## src/sv/tti_pkg.sv

```systemverilog
// Shared types and constants for the trilinear table interpolator.
// Used by the controller, the datapath and the interpolation unit.
`default_nettype none

package tti_pkg;

    localparam int BPW   = 20;
    localparam int COEFW = 24;
    localparam int STW   = 2;
    localparam int REQW  = 3;
    localparam int CFGIW = 2;
    localparam int CFGDW = 6;

    localparam logic [REQW-1:0] REQ_MACH_BP = 3'd0;
    localparam logic [REQW-1:0] REQ_AOA_BP  = 3'd1;
    localparam logic [REQW-1:0] REQ_DEFL_BP = 3'd2;
    localparam logic [REQW-1:0] REQ_COEF    = 3'd3;
    localparam logic [REQW-1:0] REQ_QUERY   = 3'd4;

    localparam logic [STW-1:0] STS_INSIDE = 2'd0;
    localparam logic [STW-1:0] STS_EXTRAP = 2'd1;
    localparam logic [STW-1:0] STS_ZERO   = 2'd2;

    localparam logic [CFGIW-1:0] CFG_MACH_COUNT = 2'd0;
    localparam logic [CFGIW-1:0] CFG_AOA_COUNT  = 2'd1;
    localparam logic [CFGIW-1:0] CFG_DEFL_COUNT = 2'd2;

    typedef enum logic [1:0] {AX_MACH, AX_AOA, AX_DEFL} axis_t;
    typedef enum logic [1:0] {LV_DEFL, LV_AOA, LV_MACH} lvl_t;

    typedef struct packed {
        logic       wr;
        logic       cap;
        logic       scan;
        axis_t      axis;
        logic       slice;
        logic       row;
        logic [1:0] coef;
        logic       rd_lo;
        logic       rd_hi;
        logic       lerp;
        lvl_t       lvl;
        logic       load_out;
    } cmd_t;

    typedef struct packed {
        logic scan_done;
        logic lerp_done;
    } sts_t;

    // Index of the last breakpoint in use after clamping the count to [2, lim].
    function automatic int used_last(int raw, int lim);
        if (raw < 2) return 1;
        if (raw > lim) return lim - 1;
        return raw - 1;
    endfunction

endpackage

`default_nettype wire

```

## src/sv/tti_ctrl.sv

```systemverilog
// Controller: sequences scans, coefficient reads and interpolations per query
// and owns both handshakes. Depends on tti_pkg.
`default_nettype none

module tti_ctrl
    import tti_pkg::*;
(
    input  wire logic            aclk,
    input  wire logic            aresetn,
    input  wire logic            s_valid,
    output logic                 s_ready,
    input  wire logic [REQW-1:0] s_req_type,
    output logic                 m_valid,
    input  wire logic            m_ready,
    output cmd_t                 cmd,
    input  wire sts_t            sts
);

    typedef enum logic [3:0] {
        ST_IDLE, ST_SCAN_GO, ST_SCAN_WAIT, ST_RD_LO, ST_RD_HI, ST_RD_W,
        ST_LERP_GO, ST_LERP_WAIT, ST_OUT
    } state_t;

    state_t     state_reg, state_next;
    axis_t      ax_reg, ax_next;
    lvl_t       lvl_reg, lvl_next;
    logic       s_reg, s_next;
    logic       r_reg, r_next;
    logic [1:0] c_reg, c_next;
    logic       m_valid_reg, m_valid_next;

    always_comb begin
        state_next   = state_reg;
        ax_next      = ax_reg;
        lvl_next     = lvl_reg;
        s_next       = s_reg;
        r_next       = r_reg;
        c_next       = c_reg;
        m_valid_next = m_valid_reg && !m_ready;
        cmd          = '0;
        cmd.axis     = ax_reg;
        cmd.lvl      = lvl_reg;
        cmd.slice    = s_reg;
        cmd.row      = r_reg;
        cmd.coef     = c_reg;
        unique case (state_reg)
            ST_IDLE: begin
                if (s_valid) begin
                    if (s_req_type == REQ_QUERY) begin
                        cmd.cap    = 1'b1;
                        ax_next    = AX_MACH;
                        s_next     = 1'b0;
                        state_next = ST_SCAN_GO;
                    end else begin
                        cmd.wr = 1'b1;
                    end
                end
            end
            ST_SCAN_GO: begin
                cmd.scan   = 1'b1;
                state_next = ST_SCAN_WAIT;
            end
            ST_SCAN_WAIT: begin
                if (sts.scan_done) begin
                    unique case (ax_reg)
                        AX_MACH: begin
                            ax_next    = AX_DEFL;
                            state_next = ST_SCAN_GO;
                        end
                        AX_DEFL: begin
                            ax_next    = AX_AOA;
                            state_next = ST_SCAN_GO;
                        end
                        default: begin
                            r_next     = 1'b0;
                            state_next = ST_RD_LO;
                        end
                    endcase
                end
            end
            ST_RD_LO: begin
                cmd.rd_lo  = 1'b1;
                state_next = ST_RD_HI;
            end
            ST_RD_HI: begin
                cmd.rd_hi  = 1'b1;
                state_next = ST_RD_W;
            end
            ST_RD_W: begin
                c_next     = 2'd0;
                lvl_next   = LV_DEFL;
                state_next = ST_LERP_GO;
            end
            ST_LERP_GO: begin
                cmd.lerp   = 1'b1;
                state_next = ST_LERP_WAIT;
            end
            ST_LERP_WAIT: begin
                if (sts.lerp_done) begin
                    if (c_reg != 2'd2) begin
                        c_next     = c_reg + 1'b1;
                        state_next = ST_LERP_GO;
                    end else begin
                        c_next = 2'd0;
                        unique case (lvl_reg)
                            LV_DEFL: begin
                                if (!r_reg) begin
                                    r_next     = 1'b1;
                                    state_next = ST_RD_LO;
                                end else begin
                                    lvl_next   = LV_AOA;
                                    state_next = ST_LERP_GO;
                                end
                            end
                            LV_AOA: begin
                                if (!s_reg) begin
                                    s_next     = 1'b1;
                                    ax_next    = AX_AOA;
                                    state_next = ST_SCAN_GO;
                                end else begin
                                    lvl_next   = LV_MACH;
                                    state_next = ST_LERP_GO;
                                end
                            end
                            default: state_next = ST_OUT;
                        endcase
                    end
                end
            end
            ST_OUT: begin
                if (!m_valid_reg || m_ready) begin
                    cmd.load_out = 1'b1;
                    m_valid_next = 1'b1;
                    state_next   = ST_IDLE;
                end
            end
            default: state_next = ST_IDLE;
        endcase
    end

    always_ff @(posedge aclk) begin
        if (!aresetn) begin
            state_reg   <= ST_IDLE;
            ax_reg      <= AX_MACH;
            lvl_reg     <= LV_DEFL;
            s_reg       <= 1'b0;
            r_reg       <= 1'b0;
            c_reg       <= 2'd0;
            m_valid_reg <= 1'b0;
        end else begin
            state_reg   <= state_next;
            ax_reg      <= ax_next;
            lvl_reg     <= lvl_next;
            s_reg       <= s_next;
            r_reg       <= r_next;
            c_reg       <= c_next;
            m_valid_reg <= m_valid_next;
        end
    end

    assign s_ready = (state_reg == ST_IDLE);
    assign m_valid = m_valid_reg;

    a_query_starts_scan: assert property (@(posedge aclk) disable iff (!aresetn)
        (s_valid && s_ready && s_req_type == REQ_QUERY)
        |=> (state_reg == ST_SCAN_GO && ax_reg == AX_MACH))
        else $error("Accepted query did not start the mach scan.");

    a_scan_done_expected: assert property (@(posedge aclk) disable iff (!aresetn)
        sts.scan_done |-> state_reg == ST_SCAN_WAIT)
        else $error("Scan finished while the controller was not waiting for it.");

    a_lerp_done_expected: assert property (@(posedge aclk) disable iff (!aresetn)
        sts.lerp_done |-> state_reg == ST_LERP_WAIT)
        else $error("Interpolation finished while the controller was not waiting.");

    a_no_overwrite: assert property (@(posedge aclk) disable iff (!aresetn)
        cmd.load_out |-> (!m_valid_reg || m_ready))
        else $error("Result register loaded over an undelivered word.");

endmodule

`default_nettype wire

```

## config.mk

```make
export PLATFORM = sky130hd
export DESIGN_NAME = tti_ctrl
export DESIGN_NICKNAME = d
export VERILOG_FILES = /design/src/sv/tti_pkg.sv /design/src/sv/tti_ctrl.sv
export SDC_FILE = /design/constraint.sdc
export NUM_CORES = 1
export LEC_CHECK = 0
export ABC_CLOCK_PERIOD_IN_PS = 2000
export BUFFER_PORTS_ARGS = -buffer_cell sky130_fd_sc_hd__clkbuf_2
export CAP_MARGIN = 40
export CORE_ASPECT_RATIO = 0.6
export CORE_MARGIN = 2
export CORE_UTILIZATION = 40
export DETAILED_ROUTE_END_ITERATION = 12
export HOLD_SLACK_MARGIN = 0.05
export SLEW_MARGIN = 20
export SYNTH_ARGS = -nofsm -noshare
export SYNTH_HDL_FRONTEND = slang
export SYNTH_SLANG_ARGS = --single-unit
export TNS_END_PERCENT = 100
```

## constraint.sdc

```tcl
create_clock -name aclk -period 2 [get_ports aclk]
set_clock_uncertainty 0.2 [all_clocks]
set_input_delay 0.1 -clock aclk [delete_from_list [all_inputs] [get_ports aclk]]
set_output_delay 0.1 -clock aclk [all_outputs]
set_load 0.05 [all_outputs]
```

==> out/metrics.csv <==
stage,metric,value,unit
run_status,status,finished clean,
placement,place_inst,168,
timing,tightest_slew,0.392,ns
logic_synthesis,netlist_instances,113,
grt,grt_overflow,0,
power_and_ir_drop,p_leak,0.561,nW
logic_synthesis,syn-mean-instance-area,8.90,µm²
logic_synthesis,syn-cell-area,0.00101,mm²
clocking,clkLatencyLatePin,0.24,ns
placement,dp_hpwl,1.81,mm
grt,antenna_found_initial,0,
finish,fin_util,0.516,
placement,gp_congestion,0.840,
power_and_ir_drop,peakVddDrop,384,µV
floorplan,start_util,0.410,
finish,largest_register_ffs,4,
critical_path,cp_num_buf_inv,1,
power_and_ir_drop,power.share.sequential,0.454,
route,vias_per_cell,5.36,
logic_synthesis,yosys_warnings,0,
critical_path,cp_slowest_cell,dfxtp_2,
logic_synthesis,synth_area_leader_cell,dfxtp_1,
flow_run,maxCapViolations,0,
route,drc_errors,0,
timing,hold_viol,0,
grt,first_global_vias,827,
grt,grt_pass1_wl,3.94,mm
critical_path,cp-end-kind,output pin,
finish,antenna_cells,0,
logic_synthesis,yosysTopAreaCellShare,0.259,
logic_synthesis,synth_area_leaders,"dfxtp_1 (26%), mux2i_1 (6.0%), buf_6 (5.6%), nand2_1 (5.2%), nor4_4 (4.2%)",
power_and_ir_drop,pwr_density_cell,458,mW/mm²
power_and_ir_drop,p_comb_frac,0.133,
power_and_ir_drop,internal_power,0.433,mW
route,dr.pass1.iters,5,
logic_synthesis,synthArstFlopShare,0,
placement,preCtsSetupSlack,0.0968,ns
critical_path,start_kind,flop,
clocking,cts_buffers,3,
route,wl_per_cell,13.7,µm
timing,setup_ws,0.0972,ns
critical_path,slowest_delay,0.53,ns
logic_synthesis,synth_edf_count,0,
grt,track_usage,0.183,
timing,fin_crit_sh,0.951,
timing,finalSetupViolations,0,
clocking,numClockSinks,13,
critical_path,cp.required,1.70,ns
critical_path,path_class,flop to output pin,
floorplan,coreArea,0.00245,mm²
power_and_ir_drop,power.switching,0.146,mW
finish,areaGrowthSynthToFinish,25.9,%
clocking,htree_levels,1,
timing,slew_violations,0,
finish,fillers,239,
critical_path,path_cells,or2b_1 > nor3b_2 > clkbuf_2,
timing,timing.slew.headroom,0.738,
power_and_ir_drop,sw_frac_of_total,0.252,
timing,fmax,0.526,GHz
route,vias,938,
clocking,path_clk_slew,0.06,ns
hold_path,hold_path_class,input pin to flop,
power_and_ir_drop,clkPwrFrac,0.412,
logic_synthesis,ys_seq_area_frac,0.259,
floorplan,io_pins,26,
grt,grt_start_max_net_pins,21,
finish,nets,153,
floorplan,rows,14,
logic_synthesis,synth_ff_type,dfxtp_1,
timing,rsz0062_at_grt,false,
clocking,cts_root_buf,clkbuf_8,
clocking,cts_tree,built,
floorplan,die_y,42.8,µm
critical_path,crit_arrival,1.60,ns
floorplan,dieArea,0.00295,mm²
finish,multiInputGateArea,679,µm²
finish,drive_gt1_frac,0.420,
finish,fin_cells,175,
route,drtIter0Drc,27,
logic_synthesis,syn_nets,122,
power_and_ir_drop,power.total,0.580,mW
placement,io_buffers,25,
timing,period_needed,1.90,ns
finish,regArea,264,µm²
logic_synthesis,synth_seq_cells,13,
critical_path,cp_top_family,flip-flops,
route,ant_nets,0,
floorplan,die_w,68.7,µm
route,routed_wl,2.40,mm
critical_path,cp_max_fo,15,
clocking,clk_path_buf_depth,2,
logic_synthesis,ys_types,46,
timing,finalHoldWorstSlack,0.109,ns
-- cell type report --
class                           instances  share of cell area
Multi-Input combinational cell         86               0.537
Sequential cell                        13               0.208
Timing Repair Buffer                   38               0.182
Clock buffer                            4              0.0356
Tap cell                               32              0.0316
Inverter                                2             0.00593
-- placed cells by master (no fill, tap or decap), types with 2 or more instances in the layout --
cell type	n
nand2b_1	3
nor3_2	3
mux2i_1	6
a32oi_1	2
nor2b_1	5
nor3_1	2
clkbuf_2	25
a21o_1	2
nor2_1	4
buf_4	10
dfxtp_1	10
nor4b_1	2
dfxtp_2	3
inv_1	2
nand2_1	14
a31o_2	3
a21oi_1	3
clkbuf_8	3
nand3b_1	2
nand3_1	2
nor3b_1	2
nor4_4	2
dlygate4sd3_1	3
-- worst reg2reg max path, cell delays in order, from the launching register on --
cell,delay [ns]
dfxtp_1,0.55
buf_4,0.22
nand3b_1,0.09
a21oi_2,0.31
nor3_2,0.12
a31o_2,0.24
-- power by group through the flow --
stage	combinational, mW	clock (mW)	sequential [mW]
after floorplan	0.0533	0	0.266
after global routing	0.0835	0.265	0.263
after CTS	0.0781	0.246	0.263
after global placement	0.0721	0	0.269
final	0.0773	0.239	0.263
after detailed placement	0.0734	0	0.269
-- logic make-up after synthesis --
group / after synthesis / share of synthesized area
AND/OR/NAND/NOR: 53 / 0.350
AO/OA/AOI/OAI: 27 / 0.228
buffers and inverters: 14 / 0.104
flip-flops: 13 / 0.259
multiplexers: 6 / 0.0597
-- metal layers --
layer,part of all wire,track usage,vias to the layer above
met1,0.48,0.261,429
met4,0.0042,0.0353,0
met3,0.072,0.0637,2
li1,-,-,478
met5,0,0,-
met2,0.44,0.267,29
-- stage by stage --
step | setup TNS (ns) | instance area [µm²]
after floorplan | -0.0846 | 1040
after CTS | 0 | 1260
after global routing | 0 | 1270
after global placement | 0 | 1180
final | 0 | 1270
after detailed placement | 0 | 1180
-- final timing paths --
| kind | to | start | depth (start not counted) | slack (ns) |
|---|---|---|---|---|
| min | s_reg | s_valid | 4 | 0.11 |
| max | cmd[3] | state_reg[2] | 3 | 0.1 |
| min reg2reg | r_reg | r_reg | 2 | 0.28 |
| max reg2reg | state_reg[2] | state_reg[0] | 5 | 0.15 |
-- Yosys cell counts, types with 3 or more instances --
cell / number
a21oi_1: 3
a31o_2: 3
buf_4: 3
buf_6: 5
clkbuf_1: 3
dfxtp_1: 13
mux2i_1: 6
nand2_1: 14
nand2b_1: 3
nor2_1: 5
nor2b_1: 6
nor3_1: 5
nor3b_1: 3
nor4b_1: 3
-- repair_timing --
action,CTS,global route
setup endpoints to repair,0,6
endpoints found under the hold margin,3,0
setup buffers,0,0
gates resized for setup,0,2
hold buffers,3,0
No activity file was read; power rests on OpenSTA's default activity.
